[src/olen_pkg.sv]
`timescale 1ns / 1ps
// olen_pkg: shared constants, codes and control/status structs of the
// ordered list engine. No dependencies.
package olen_pkg;

  localparam int Depth  = 16;
  localparam int AddrW  = $clog2(Depth);
  localparam int CountW = 5;
  localparam int DataW  = 32;
  localparam int FuncW  = 2;
  localparam int StatW  = 2;

  typedef enum logic [FuncW-1:0] {
    FN_INSERT = 2'd0,
    FN_REMOVE = 2'd1,
    FN_READ   = 2'd2,
    FN_SEARCH = 2'd3
  } func_t;

  typedef enum logic [StatW-1:0] {
    ST_OK    = 2'd0,
    ST_RANGE = 2'd1,
    ST_EMPTY = 2'd2,
    ST_FULL  = 2'd3
  } status_t;

  typedef enum logic [1:0] {
    ADDR_IDX  = 2'd0,
    ADDR_PREV = 2'd1,
    ADDR_NEXT = 2'd2
  } addr_sel_t;

  typedef struct packed {
    logic      load;
    addr_sel_t addr_sel;
    logic      ram_we;
    logic      wr_val;
    logic      idx_inc;
    logic      idx_dec;
    logic      cnt_inc;
    logic      cnt_dec;
    logic      cap_read;
    logic      cap_match;
    logic      out_load;
  } olen_cmd_t;

  typedef struct packed {
    func_t func;
    logic  err;
    logic  idx_gt_pos;
    logic  idx_next_lt_count;
    logic  idx_lt_count;
    logic  match;
    logic  out_busy;
  } olen_stat_t;

endpackage

[src/olen_req_if.sv]
`timescale 1ns / 1ps
// olen_req_if: request channel of the ordered list engine.
// Depends on olen_pkg for field widths.
interface olen_req_if;
  logic                                valid;
  logic                                ready;
  logic [olen_pkg::FuncW-1:0]          func;
  logic [olen_pkg::CountW-1:0]         position;
  logic signed [olen_pkg::DataW-1:0]   item_value;

  modport source (output valid, output func, output position, output item_value,
                  input ready);
  modport sink   (input valid, input func, input position, input item_value,
                  output ready);
endinterface

[src/olen_rsp_if.sv]
`timescale 1ns / 1ps
// olen_rsp_if: result channel of the ordered list engine.
// Depends on olen_pkg for field widths.
interface olen_rsp_if;
  logic                                valid;
  logic                                ready;
  logic signed [olen_pkg::DataW-1:0]   read_value;
  logic                                found;
  logic [olen_pkg::CountW-1:0]         entry_count;
  logic [olen_pkg::StatW-1:0]          status;

  modport source (output valid, output read_value, output found, output entry_count,
                  output status, input ready);
  modport sink   (input valid, input read_value, input found, input entry_count,
                  input status, output ready);
endinterface

[src/olen_ram.sv]
`timescale 1ns / 1ps
// olen_ram: generic single-write, single-read RAM with registered read data.
// No dependencies.
module olen_ram #(
  parameter int Width = 32,
  parameter int Depth = 16
) (
  input  logic                     clk,
  input  logic                     we,
  input  logic [$clog2(Depth)-1:0] waddr,
  input  logic [Width-1:0]         wdata,
  input  logic [$clog2(Depth)-1:0] raddr,
  output logic [Width-1:0]         rdata
);

  logic [Width-1:0] mem_r [Depth];
  logic [Width-1:0] rdata_r;

  always_ff @(posedge clk) begin
    if (we) begin
      mem_r[waddr] <= wdata;
    end
    rdata_r <= mem_r[raddr];
  end

  assign rdata = rdata_r;

endmodule

[src/olen_ctrl.sv]
`timescale 1ns / 1ps
// olen_ctrl: sequencer of the ordered list engine; walks the shift, read
// and search loops. Depends on olen_pkg.
module olen_ctrl (
  input  logic                 clk,
  input  logic                 rst_n,
  input  logic                 in_valid,
  output logic                 in_ready,
  input  olen_pkg::olen_stat_t stat,
  output olen_pkg::olen_cmd_t  cmd
);
  import olen_pkg::*;

  typedef enum logic [10:0] {
    S_IDLE   = 11'b000_0000_0001,
    S_LOOP   = 11'b000_0000_0010,
    S_SH_RD  = 11'b000_0000_0100,
    S_SH_WR  = 11'b000_0000_1000,
    S_PUT    = 11'b000_0001_0000,
    S_DROP   = 11'b000_0010_0000,
    S_RD_ISS = 11'b000_0100_0000,
    S_RD_CAP = 11'b000_1000_0000,
    S_SC_ISS = 11'b001_0000_0000,
    S_SC_CMP = 11'b010_0000_0000,
    S_RESP   = 11'b100_0000_0000
  } state_t;

  state_t state_r, state_nxt;

  always_ff @(posedge clk) begin
    if (!rst_n) begin
      state_r <= S_IDLE;
    end else begin
      state_r <= state_nxt;
    end
  end

  always_comb begin
    state_nxt    = state_r;
    cmd          = '0;
    cmd.addr_sel = ADDR_IDX;
    in_ready     = 1'b0;
    case (state_r)
      S_IDLE: begin
        in_ready = 1'b1;
        if (in_valid) begin
          cmd.load  = 1'b1;
          state_nxt = S_LOOP;
        end
      end
      S_LOOP: begin
        if (stat.err) begin
          state_nxt = S_RESP;
        end else begin
          case (stat.func)
            FN_INSERT: state_nxt = stat.idx_gt_pos ? S_SH_RD : S_PUT;
            FN_REMOVE: state_nxt = stat.idx_next_lt_count ? S_SH_RD : S_DROP;
            FN_READ:   state_nxt = S_RD_ISS;
            default:   state_nxt = stat.idx_lt_count ? S_SC_ISS : S_RESP;
          endcase
        end
      end
      S_SH_RD: begin
        cmd.addr_sel = (stat.func == FN_INSERT) ? ADDR_PREV : ADDR_NEXT;
        state_nxt    = S_SH_WR;
      end
      S_SH_WR: begin
        cmd.ram_we = 1'b1;
        if (stat.func == FN_INSERT) begin
          cmd.idx_dec = 1'b1;
        end else begin
          cmd.idx_inc = 1'b1;
        end
        state_nxt = S_LOOP;
      end
      S_PUT: begin
        cmd.ram_we  = 1'b1;
        cmd.wr_val  = 1'b1;
        cmd.cnt_inc = 1'b1;
        state_nxt   = S_RESP;
      end
      S_DROP: begin
        cmd.cnt_dec = 1'b1;
        state_nxt   = S_RESP;
      end
      S_RD_ISS: begin
        state_nxt = S_RD_CAP;
      end
      S_RD_CAP: begin
        cmd.cap_read = 1'b1;
        state_nxt    = S_RESP;
      end
      S_SC_ISS: begin
        state_nxt = S_SC_CMP;
      end
      S_SC_CMP: begin
        if (stat.match) begin
          cmd.cap_match = 1'b1;
          state_nxt     = S_RESP;
        end else begin
          cmd.idx_inc = 1'b1;
          state_nxt   = S_LOOP;
        end
      end
      S_RESP: begin
        if (!stat.out_busy) begin
          cmd.out_load = 1'b1;
          state_nxt    = S_IDLE;
        end
      end
      default: begin
        state_nxt = S_IDLE;
      end
    endcase
  end

endmodule

[src/olen_dp.sv]
`timescale 1ns / 1ps
// olen_dp: datapath of the ordered list engine: entry RAM, count, walk
// index, request and result registers. Depends on olen_pkg, olen_ram.
module olen_dp (
  input  logic                              clk,
  input  logic                              rst_n,
  input  logic [olen_pkg::FuncW-1:0]        in_func,
  input  logic [olen_pkg::CountW-1:0]       in_position,
  input  logic signed [olen_pkg::DataW-1:0] in_item_value,
  input  olen_pkg::olen_cmd_t               cmd,
  output olen_pkg::olen_stat_t              stat,
  input  logic                              out_ready,
  output logic                              out_valid,
  output logic signed [olen_pkg::DataW-1:0] out_read_value,
  output logic                              out_found,
  output logic [olen_pkg::CountW-1:0]       out_entry_count,
  output logic [olen_pkg::StatW-1:0]        out_status
);
  import olen_pkg::*;

  func_t                    func_r;
  logic [CountW-1:0]        pos_r;
  logic [DataW-1:0]         val_r;
  logic [CountW-1:0]        idx_r, idx_nxt;
  logic [CountW-1:0]        count_r, count_nxt;
  status_t                  status_r, st_in;
  logic                     found_r;
  logic [DataW-1:0]         rdval_r;
  logic                     out_valid_r;
  logic [DataW-1:0]         out_read_value_r;
  logic                     out_found_r;
  logic [CountW-1:0]        out_count_r;
  status_t                  out_status_r;

  logic [CountW-1:0]        idx_prev, idx_next;
  logic [AddrW-1:0]         raddr;
  logic [DataW-1:0]         rdata, wdata;
  func_t                    func_in;

  assign func_in  = func_t'(in_func);
  assign idx_prev = idx_r - CountW'(1);
  assign idx_next = idx_r + CountW'(1);

  always_comb begin
    st_in = ST_OK;
    case (func_in)
      FN_INSERT: begin
        if (in_position > count_r) begin
          st_in = ST_RANGE;
        end else if (count_r >= CountW'(Depth)) begin
          st_in = ST_FULL;
        end
      end
      FN_REMOVE, FN_READ: begin
        if (count_r == '0) begin
          st_in = ST_EMPTY;
        end else if (in_position >= count_r) begin
          st_in = ST_RANGE;
        end
      end
      default: st_in = ST_OK;
    endcase
  end

  always_comb begin
    case (cmd.addr_sel)
      ADDR_PREV: raddr = idx_prev[AddrW-1:0];
      ADDR_NEXT: raddr = idx_next[AddrW-1:0];
      default:   raddr = idx_r[AddrW-1:0];
    endcase
  end

  assign wdata = cmd.wr_val ? val_r : rdata;

  olen_ram #(
    .Width (DataW),
    .Depth (Depth)
  ) u_ram (
    .clk   (clk),
    .we    (cmd.ram_we),
    .waddr (idx_r[AddrW-1:0]),
    .wdata (wdata),
    .raddr (raddr),
    .rdata (rdata)
  );

  always_comb begin
    idx_nxt = idx_r;
    if (cmd.load) begin
      case (func_in)
        FN_INSERT: idx_nxt = count_r;
        FN_SEARCH: idx_nxt = '0;
        default:   idx_nxt = in_position;
      endcase
    end else if (cmd.idx_inc) begin
      idx_nxt = idx_next;
    end else if (cmd.idx_dec) begin
      idx_nxt = idx_prev;
    end
  end

  always_comb begin
    count_nxt = count_r;
    if (cmd.cnt_inc) begin
      count_nxt = count_r + CountW'(1);
    end else if (cmd.cnt_dec) begin
      count_nxt = count_r - CountW'(1);
    end
  end

  always_ff @(posedge clk) begin
    if (!rst_n) begin
      count_r     <= '0;
      out_valid_r <= 1'b0;
    end else begin
      count_r <= count_nxt;
      if (cmd.out_load) begin
        out_valid_r <= 1'b1;
      end else if (out_ready) begin
        out_valid_r <= 1'b0;
      end
    end
  end

  always_ff @(posedge clk) begin
    idx_r <= idx_nxt;
    if (cmd.load) begin
      func_r   <= func_in;
      pos_r    <= in_position;
      val_r    <= in_item_value;
      status_r <= st_in;
      found_r  <= 1'b0;
      rdval_r  <= '0;
    end
    if (cmd.cap_read) begin
      rdval_r <= rdata;
    end
    if (cmd.cap_match) begin
      found_r <= 1'b1;
    end
    if (cmd.out_load) begin
      out_read_value_r <= rdval_r;
      out_found_r      <= found_r;
      out_count_r      <= count_r;
      out_status_r     <= status_r;
    end
  end

  assign stat.func              = func_r;
  assign stat.err               = (status_r != ST_OK);
  assign stat.idx_gt_pos        = (idx_r > pos_r);
  assign stat.idx_next_lt_count = ({1'b0, idx_r} + (CountW + 1)'(1)) < {1'b0, count_r};
  assign stat.idx_lt_count      = (idx_r < count_r);
  assign stat.match             = (rdata == val_r);
  assign stat.out_busy          = out_valid_r && !out_ready;

  assign out_valid       = out_valid_r;
  assign out_read_value  = out_read_value_r;
  assign out_found       = out_found_r;
  assign out_entry_count = out_count_r;
  assign out_status      = out_status_r;

`ifndef SYNTHESIS
  a_count_bound: assert property (@(posedge clk) disable iff (!rst_n)
    count_r <= CountW'(Depth))
    else $error("entry count above depth");

  a_write_in_range: assert property (@(posedge clk) disable iff (!rst_n)
    cmd.ram_we |-> (idx_r < CountW'(Depth)))
    else $error("RAM write index out of range");

  a_no_overwrite: assert property (@(posedge clk) disable iff (!rst_n)
    cmd.out_load |-> !(out_valid_r && !out_ready))
    else $error("result overwrites a pending item");

  a_count_inc: assert property (@(posedge clk) disable iff (!rst_n)
    cmd.cnt_inc |=> (count_r == $past(count_r) + CountW'(1)))
    else $error("count did not advance on insert");
`endif

endmodule

[src/ordered_list_engine_unit.sv]
`timescale 1ns / 1ps
// Ordered list engine: list of up to Depth signed 32-bit entries with
// insert, remove, read and search requests; one result item per request.
// Request channel in_req (func, position, item_value) and result channel
// out_rsp (read_value, found, entry_count, status), both valid/ready; an
// item moves on a rising edge with valid and ready high.
// Entries live in a single-port-read RAM; a sequencer walks it one entry at
// a time, so a request is accepted only while the engine is idle.
// Work from accept to out_rsp.valid, per request:
//   insert: shift up by one (count - position) entries, then write the new one
//   remove: shift down by one (count - position - 1) entries, then drop one
//   read:   one RAM read, captured into the result
//   search: compare entries from index 0 on, up to and including the first
//           match, or through every entry on a miss
//   rejected request: straight to the result
// The next request is taken in the cycle after the result is loaded. Each
// shifted entry takes a RAM read followed by a RAM write.
// The result sits in an output register: the engine may accept and work on
// the next request while out_rsp is stalled, and holds it finished until
// the register frees. Reset empties the list (count zero) and drops any
// pending result; entry contents need no clearing.
module ordered_list_engine_unit (
  input  logic       clk,
  input  logic       rst_n,
  olen_req_if.sink   in_req,
  olen_rsp_if.source out_rsp
);
  import olen_pkg::*;

  olen_cmd_t  cmd;
  olen_stat_t stat;

  olen_ctrl u_ctrl (
    .clk      (clk),
    .rst_n    (rst_n),
    .in_valid (in_req.valid),
    .in_ready (in_req.ready),
    .stat     (stat),
    .cmd      (cmd)
  );

  olen_dp u_dp (
    .clk             (clk),
    .rst_n           (rst_n),
    .in_func         (in_req.func),
    .in_position     (in_req.position),
    .in_item_value   (in_req.item_value),
    .cmd             (cmd),
    .stat            (stat),
    .out_ready       (out_rsp.ready),
    .out_valid       (out_rsp.valid),
    .out_read_value  (out_rsp.read_value),
    .out_found       (out_rsp.found),
    .out_entry_count (out_rsp.entry_count),
    .out_status      (out_rsp.status)
  );

endmodule

[src/flat_wrapper.sv]
// flat-port wrapper written by rule: the top's interface ports become plain ports
module ordered_list_engine_unit_flat import olen_pkg::*;
  (clk, rst_n, in_req_valid, in_req_func, in_req_position, in_req_item_value, in_req_ready, out_rsp_valid, out_rsp_read_value, out_rsp_found, out_rsp_entry_count, out_rsp_status, out_rsp_ready);
  olen_req_if in_req_i ();
  olen_rsp_if out_rsp_i ();
  input  logic clk;
  input  logic rst_n;
  input wire logic [$bits(in_req_i.valid)-1:0] in_req_valid;
  input wire logic [$bits(in_req_i.func)-1:0] in_req_func;
  input wire logic [$bits(in_req_i.position)-1:0] in_req_position;
  input wire logic [$bits(in_req_i.item_value)-1:0] in_req_item_value;
  output wire logic [$bits(in_req_i.ready)-1:0] in_req_ready;
  output wire logic [$bits(out_rsp_i.valid)-1:0] out_rsp_valid;
  output wire logic [$bits(out_rsp_i.read_value)-1:0] out_rsp_read_value;
  output wire logic [$bits(out_rsp_i.found)-1:0] out_rsp_found;
  output wire logic [$bits(out_rsp_i.entry_count)-1:0] out_rsp_entry_count;
  output wire logic [$bits(out_rsp_i.status)-1:0] out_rsp_status;
  input wire logic [$bits(out_rsp_i.ready)-1:0] out_rsp_ready;
  assign in_req_i.valid = in_req_valid;
  assign in_req_i.func = in_req_func;
  assign in_req_i.position = in_req_position;
  assign in_req_i.item_value = in_req_item_value;
  assign in_req_ready = in_req_i.ready;
  assign out_rsp_valid = out_rsp_i.valid;
  assign out_rsp_read_value = out_rsp_i.read_value;
  assign out_rsp_found = out_rsp_i.found;
  assign out_rsp_entry_count = out_rsp_i.entry_count;
  assign out_rsp_status = out_rsp_i.status;
  assign out_rsp_i.ready = out_rsp_ready;
  ordered_list_engine_unit u_core (.clk(clk), .rst_n(rst_n), .in_req(in_req_i), .out_rsp(out_rsp_i));
endmodule
[config.mk]
export PLATFORM = sky130hd
export DESIGN_NAME = ordered_list_engine_unit_flat
export DESIGN_NICKNAME = d
export VERILOG_FILES = /design/src/olen_pkg.sv /design/src/olen_req_if.sv /design/src/olen_rsp_if.sv /design/src/olen_ram.sv /design/src/olen_ctrl.sv /design/src/olen_dp.sv /design/src/ordered_list_engine_unit.sv /design/src/flat_wrapper.sv
export SDC_FILE = /design/constraint.sdc
export NUM_CORES = 1
export LEC_CHECK = 0
export ABC_AREA = 1
export BUFFER_PORTS_ARGS = -buffer_cell sky130_fd_sc_hd__buf_2
export CAP_MARGIN = 40
export CORE_ASPECT_RATIO = 1.1
export CORE_MARGIN = 10
export CORE_UTILIZATION = 25
export DETAILED_ROUTE_END_ITERATION = 10
export GPL_ROUTABILITY_DRIVEN = 1
export GPL_TIMING_DRIVEN = 0
export PLACE_DENSITY = 0.46
export SLEW_MARGIN = 20
export SYNTH_ARGS = -nofsm -noshare
export SYNTH_HDL_FRONTEND = slang
export SYNTH_SLANG_ARGS = --single-unit
[constraint.sdc]
create_clock -name clk -period 5.3 [get_ports clk]
set_clock_uncertainty 0.05 [all_clocks]
set_input_delay 0 -clock clk [delete_from_list [all_inputs] [get_ports clk]]
set_output_delay 0 -clock clk [all_outputs]
set_load 0.05 [all_outputs]
* Word level (Yosys, flattened, before mapping)
Memory sizes are Yosys's and may differ from the RTL's. A register that Yosys moved wholly into a read port is not among the register bits.
Cells that the tools add are included.
** Cells by class
- Order comparisons :: 6
- Reductions and logical operators :: 14
- Eq/ne operators :: 21
- Muxes and demuxes :: 46
- $add $sub $neg :: 5
** Operators by type and width (count)
- 11-bit one-hot mux with 9 select lines :: 1
- 32-bit two-way mux :: 3
- 11-bit two-way mux :: 5
- 11-bit one-hot mux with 3 select lines :: 1
- 32-bit equality test :: 1
- 5-bit two-way mux :: 6
- 1-bit two-way mux :: 20
- 11-bit by 1-bit equality test with 1-bit output (second input constant) :: 1
- 11-bit by 10-bit equality test with 1-bit output (second input constant) :: 1
- 11-bit equality test (second input constant) :: 1
- 11-bit by 2-bit equality test with 1-bit output (second input constant) :: 1
- 11-bit by 3-bit equality test with 1-bit output (second input constant) :: 1
- 11-bit by 4-bit equality test with 1-bit output (second input constant) :: 1
- 11-bit by 5-bit equality test with 1-bit output (second input constant) :: 1
- 11-bit by 6-bit equality test with 1-bit output (second input constant) :: 1
- 11-bit by 7-bit equality test with 1-bit output (second input constant) :: 1
- 11-bit by 8-bit equality test with 1-bit output (second input constant) :: 1
- 11-bit by 9-bit equality test with 1-bit output (second input constant) :: 1
- 5-bit by 1-bit adder with 5-bit output (second input constant) :: 2
- 5-bit > comparator :: 2
- 2-bit two-way mux :: 5
- 5-bit one-hot mux with 2 select lines :: 1
- 5-bit by 1-bit subtractor with 5-bit output (second input constant) :: 2
- 2-bit equality test (second input constant) :: 4
- 20 further kinds :: 28
** Storage, ports and cells
- Memories kept :: 1
- Register bits after elaboration :: 136
- Logic and storage cells :: 107
- Output and inout bits :: 42
- Memory bits (writable) :: 512
- Input port bits :: 43
** Memory list
- u_core.u_dp.u_ram.mem_r :: depth 16, bits a word 32, read ports 1, clocked after Yosys merged registers in 1, write ports 1, RTL line olen_ram.sv:16 : logic [Width-1:0] mem_r [Depth];

* Depth between registers and ports, before layout
- Depth in word-level cells :: 6
- Mapped depth :: 16
- Gate-level depth less buffers :: 14

* Cells and area by module
A second synthesis with hierarchy kept.
** Unflattened totals
- Cells, all modules :: 2749
- Area total of the unflattened synthesis :: 29429.5 sq um
** By module, submodules not included
- olen_ram :: area each 22730.6 sq um, instances 1, sequential area each 16015.4 sq um, cells an instance 2120
- olen_dp :: area each 5895.7 sq um, instances 1, sequential area each 3683.5 sq um, cells an instance 510
- olen_ctrl :: area each 803.3 sq um, instances 1, sequential area each 220.2 sq um, cells an instance 119

* Worst setup path after synthesis
Ideal clock, no wire load.
- Path type :: register -> register
- Start :: register u_core.u_ctrl.state_r[6]
- End :: register u_core.u_dp.rdval_r[0], enable pin
- Stages on the path, launching flop included :: 10
- Data required time :: 4860 ps
- Slack :: 53 ps
- Buffers on the path :: 0
- Data arrival time :: 4807 ps
- Clock period less this slack :: 5247 ps
- Setup time :: 390 ps
- Cells stage by stage :: dfxtp_1 > nor2_2 > nand2_2 > nor2_8 > inv_1 > nor2_1 > inv_1 > nor2_1 > inv_1 > nand2_1
** RTL lines
- start: declaration :: RTL line olen_ctrl.sv:28 : state_t state_r, state_nxt;
- start signal: assignment :: RTL line olen_ctrl.sv:34 : state_r <= state_nxt;
- end signal: assignment :: RTL line olen_dp.sv:136 : rdval_r <= rdata;
- end: declaration :: RTL line olen_dp.sv:28 : logic [DataW-1:0] rdval_r;

* Worst setup path in the final report
- Start :: register u_core.u_dp.idx_r[0]
- End :: register u_core.u_dp.u_ram.rdata_r[1], in the netlist u_core.u_dp.u_ram.rdata[1], read port of u_core.u_dp.u_ram.mem_r
** Between the ends
- Word-level cells in the longest chain between the ends :: 2
- Elaborated cells on any way between the ends :: 3
- Those cells by class :: add/sub (2); mux (1)
** RTL lines
- start: declaration :: RTL line olen_dp.sv:24 : logic [CountW-1:0] idx_r, idx_nxt;
- start signal: assignment :: RTL line olen_dp.sv:126 : idx_r <= idx_nxt;
- 5-bit by 1-bit adder with 5-bit output / 5-bit by 1-bit subtractor with 5-bit output (equally long branches) :: RTL line olen_dp.sv:42, olen_dp.sv:41
- 4-bit one-hot mux with 2 select lines (*) :: RTL line olen_dp.sv:66 : case (cmd.addr_sel)
- end: declaration :: RTL line olen_ram.sv:17 : logic [Width-1:0] rdata_r;
Every way passes the cells marked *; elsewhere a longest branch is shown, timed or not.
A chain may end at the register's enable or synchronous reset.

==> metrics.cfg <==
[timing]
min_period_ns=3.37
fmax_mhz=297
rsz0062_at_grt=false
post-route-period-util=0.636
tightest_slew_ns=0.880
hold_ws_ns=0.0351
slew_violations=0
slew-limit-headroom=0.413
hold_violations=0
setup_violations=0

[grt]
grt_overflow_total=0
grtUsageMet3=0.0185
grt_first_pass_wirelength_um=137000
antenna_found_initial=1
grt_max_degree=33
busiest_layer=met2
grt_util_all_layers=0.141
gr-usage-met2=0.247
grt_pass1_vias=19700
met1_usage=0.179

[critical_path]
timing.rr.end=u_core.u_dp.u_ram.rdata[1]
worstReg2RegStart=u_core.u_dp.idx_r[0]
required_ns=5.75
ff2ff_path_depth=11
cp-startpoint=u_core.u_dp.idx_r[0]
worst-path-max-fanout=10
r2r_slack_ns=1.93
cp-start-kind=register
arrival_ns=3.82
cp-end-kind=register
worst-setup-path-type=register to register

[die]
row_count=131
die_h_um=379
dieArea_mm2=0.131
core_mm2=0.116
die_x_um=346
start_util=0.252
pin_count=85

[route]
vias_per_cell=4.35
drt_first_pass_iters=5
remaining_drc_errors=0
drtIter0Drc=1418
vias=20100
wl_per_cell_um=20.4
drt-total-wl_um=94500
ant_nets=0

[layout]
drive_gt1_frac=0.132
multiInputGateArea_mm2=0.00793
design_area_mm2=0.0358
nets=3106
fillers=11900
synthToLayoutAreaGrowth_pct=22.1
seq_area_mm2=0.0199
stdcell_count=4624
finish.utilization=0.308

[placement]
dp_hpwl_um=67500
dp_cells=4440
post_dp_cell_area_mm2=0.0329
place_congestion=0.797
numPortBuffers=84

[status]
outcome=finished clean

[cts]
h-tree-depth=3
clk_path_buf_depth=3
path_clk_slew_ns=0.07
cts_hold_buf=49
post_cts_resized=0
cts_setup_buffers=0
cts_root_buffer=clkbuf_16
cts.sinks=680
cts_tree=yes
cts_made_buffers=73
clk-insertion-delay-late_ns=0.65

[hold_path]
holdCritPathClass=input pin to register
hp-start=in_req_item_value[11]
hold_path_end=u_core.u_dp.val_r[11]
holdPathStages=2

[pwr]
p_sw_uw=4240
p_per_area_mw_per_mm2=400
combPwrFrac=0.188
power.share.switching=0.296
leakage_uw=0.0144
p_clk_frac=0.357
p_total_uw=14300
intPower_uw=10100
seqPwrFrac=0.455
ir_worst_vdd_mv=0.175

[synthesis]
yosys_warnings=0
syn-num-nets=2838
synth_seq_cells=680
synth.distinct_cells=36
async_flop_share=0
syn_inst=2767
synth-main-ff-cell=edfxtp_1
syn_area_mm2=0.0293
synth_edf_count=630
post_synth.cell_area_avg_um2=10.6
ys_seq_area_frac=0.680

[job]
max-cap-violations=0

worst max path at each step:
stage	endpoint	slack (ns)	cells past startpoint
floorplan	u_core.u_dp.rdval_r[0]	0.05	9
global placement	u_core.u_dp.rdval_r[24]	-2.00	9
detailed placement	u_core.u_dp.u_ram.rdata[1]	1.91	11
CTS	u_core.u_dp.u_ram.rdata[1]	1.91	11
global route	u_core.u_dp.u_ram.rdata[1]	1.79	11
finish	u_core.u_dp.u_ram.rdata[1]	1.93	11
power by group through the flow:
| stage | logic, µW | clock network (µW) | registers [µW] |
|---|---|---|---|
| final | 2690 | 5100 | 6510 |
| after global routing | 2940 | 5420 | 6520 |
| after CTS | 2700 | 5230 | 6510 |
| after detailed placement | 2660 | 0 | 6620 |
| after global placement | 2410 | 0 | 6670 |
| after floorplan | 1360 | 0 | 6600 |
critical path, cell delays in order, from the launching register on:
cell and delay [ns]:
edfxtp_1 0.52, inv_1 0.29, ha_1 0.35, inv_1 0.10
nand2_1 0.13, a21oi_4 0.47, clkbuf_1 0.68, nand2_1 0.20
nand3_1 0.15, nand2_1 0.11, nand2_1 0.08, nand2_1 0.11
cell families after synthesis:
group / share of synthesized area
and+or+nand+nor: 0.233
adders and majority gates: 0.0122
buffers and inverters: 0.0582
AOI/OAI and AO/OA: 0.0138
xor gates and xnor gates: 0.00299
DFF: 0.680
sequential cells by signal (all words and copies together) (netlist names):
name                         flops
u_core.u_dp.out_read_value      32
u_core.u_dp.status_r             2
u_core.u_dp.val_r               32
u_core.u_dp.u_ram.mem_r        512
u_core.u_ctrl.state_r           11
u_core.u_dp.count_r              5
u_core.u_dp.out_found            1
u_core.u_dp.func_r               2
u_core.u_dp.pos_r                5
u_core.u_dp.found_r              1
u_core.u_dp.rdval_r             32
u_core.u_dp.out_entry_count      5
u_core.u_dp.out_status           2
u_core.u_dp.out_valid            1
u_core.u_dp.idx_r                5
u_core.u_dp.u_ram.rdata         32
through the flow:
step,setup slack (ns),setup TNS [ns]
2_1_floorplan,0.0533,0
3_3_place_gp,-2.00,-307.73
3_5_place_dp,1.91,0
4_1_cts,1.91,0
5_1_grt,1.79,0
6_report,1.93,0
synth_stat cells, types with 2 or more instances:
library cell  count  share of area
a21o_1            2        0.00051
a21oi_1          17         0.0029
buf_1             6        0.00077
buf_2            76          0.013
buf_4             9         0.0023
clkbuf_1         40         0.0051
dfxtp_1          50          0.034
edfxtp_1        630           0.65
ha_1             27          0.012
inv_1           280          0.036
inv_2             5        0.00064
nand2_1        1014           0.13
nand2_2           4        0.00085
nand3_1         288          0.049
nand3b_1        127          0.033
nand4_1          24         0.0051
nor2_1           82          0.011
nor2_2            4        0.00085
nor3_1            9         0.0015
nor4_1            4        0.00085
o211ai_1          5         0.0013
o21ai_0          40         0.0068
o22ai_1           2        0.00043
o31ai_1           2        0.00051
xnor2_1           5         0.0015
xor2_1            5         0.0015
metal layers:
layer	part of all wire	vias to the layer above
met3	0.053	133
met1	0.43	9664
met2	0.49	538
met4	0.026	0
met5	0	-
li1	-	9759
cells in the final DEF (no fill, tap or decap), drive strengths merged:
master	instances
nand2	1019
a211oi	1
bufinv	4
nor4	4
o31ai	2
edfxtp	630
nor3	9
nand4	24
ha	27
a21oi	18
o21ai	40
diode	1
xor2	5
buf	236
nor2	87
xnor2	5
o22ai	2
a21o	2
o211ai	5
dlygate4sd3	49
nand3b	127
dfxtp	50
clkbuf	141
clkinv	25
fa	1
clkinvlp	1
inv	289
a21boi	1
nand3	289
a31oi	1
cell type report:
class,count,area share
multi-input combinational,1669,0.222
timing repair buffer,193,0.0536
buffer,132,0.0177
clock buffer,101,0.0578
tap,1529,0.0535
clock inverter,33,0.00864
inverter,286,0.0300
antenna,1,0.0000700
sequential,680,0.557
Power figures use the tool's default switching activity.
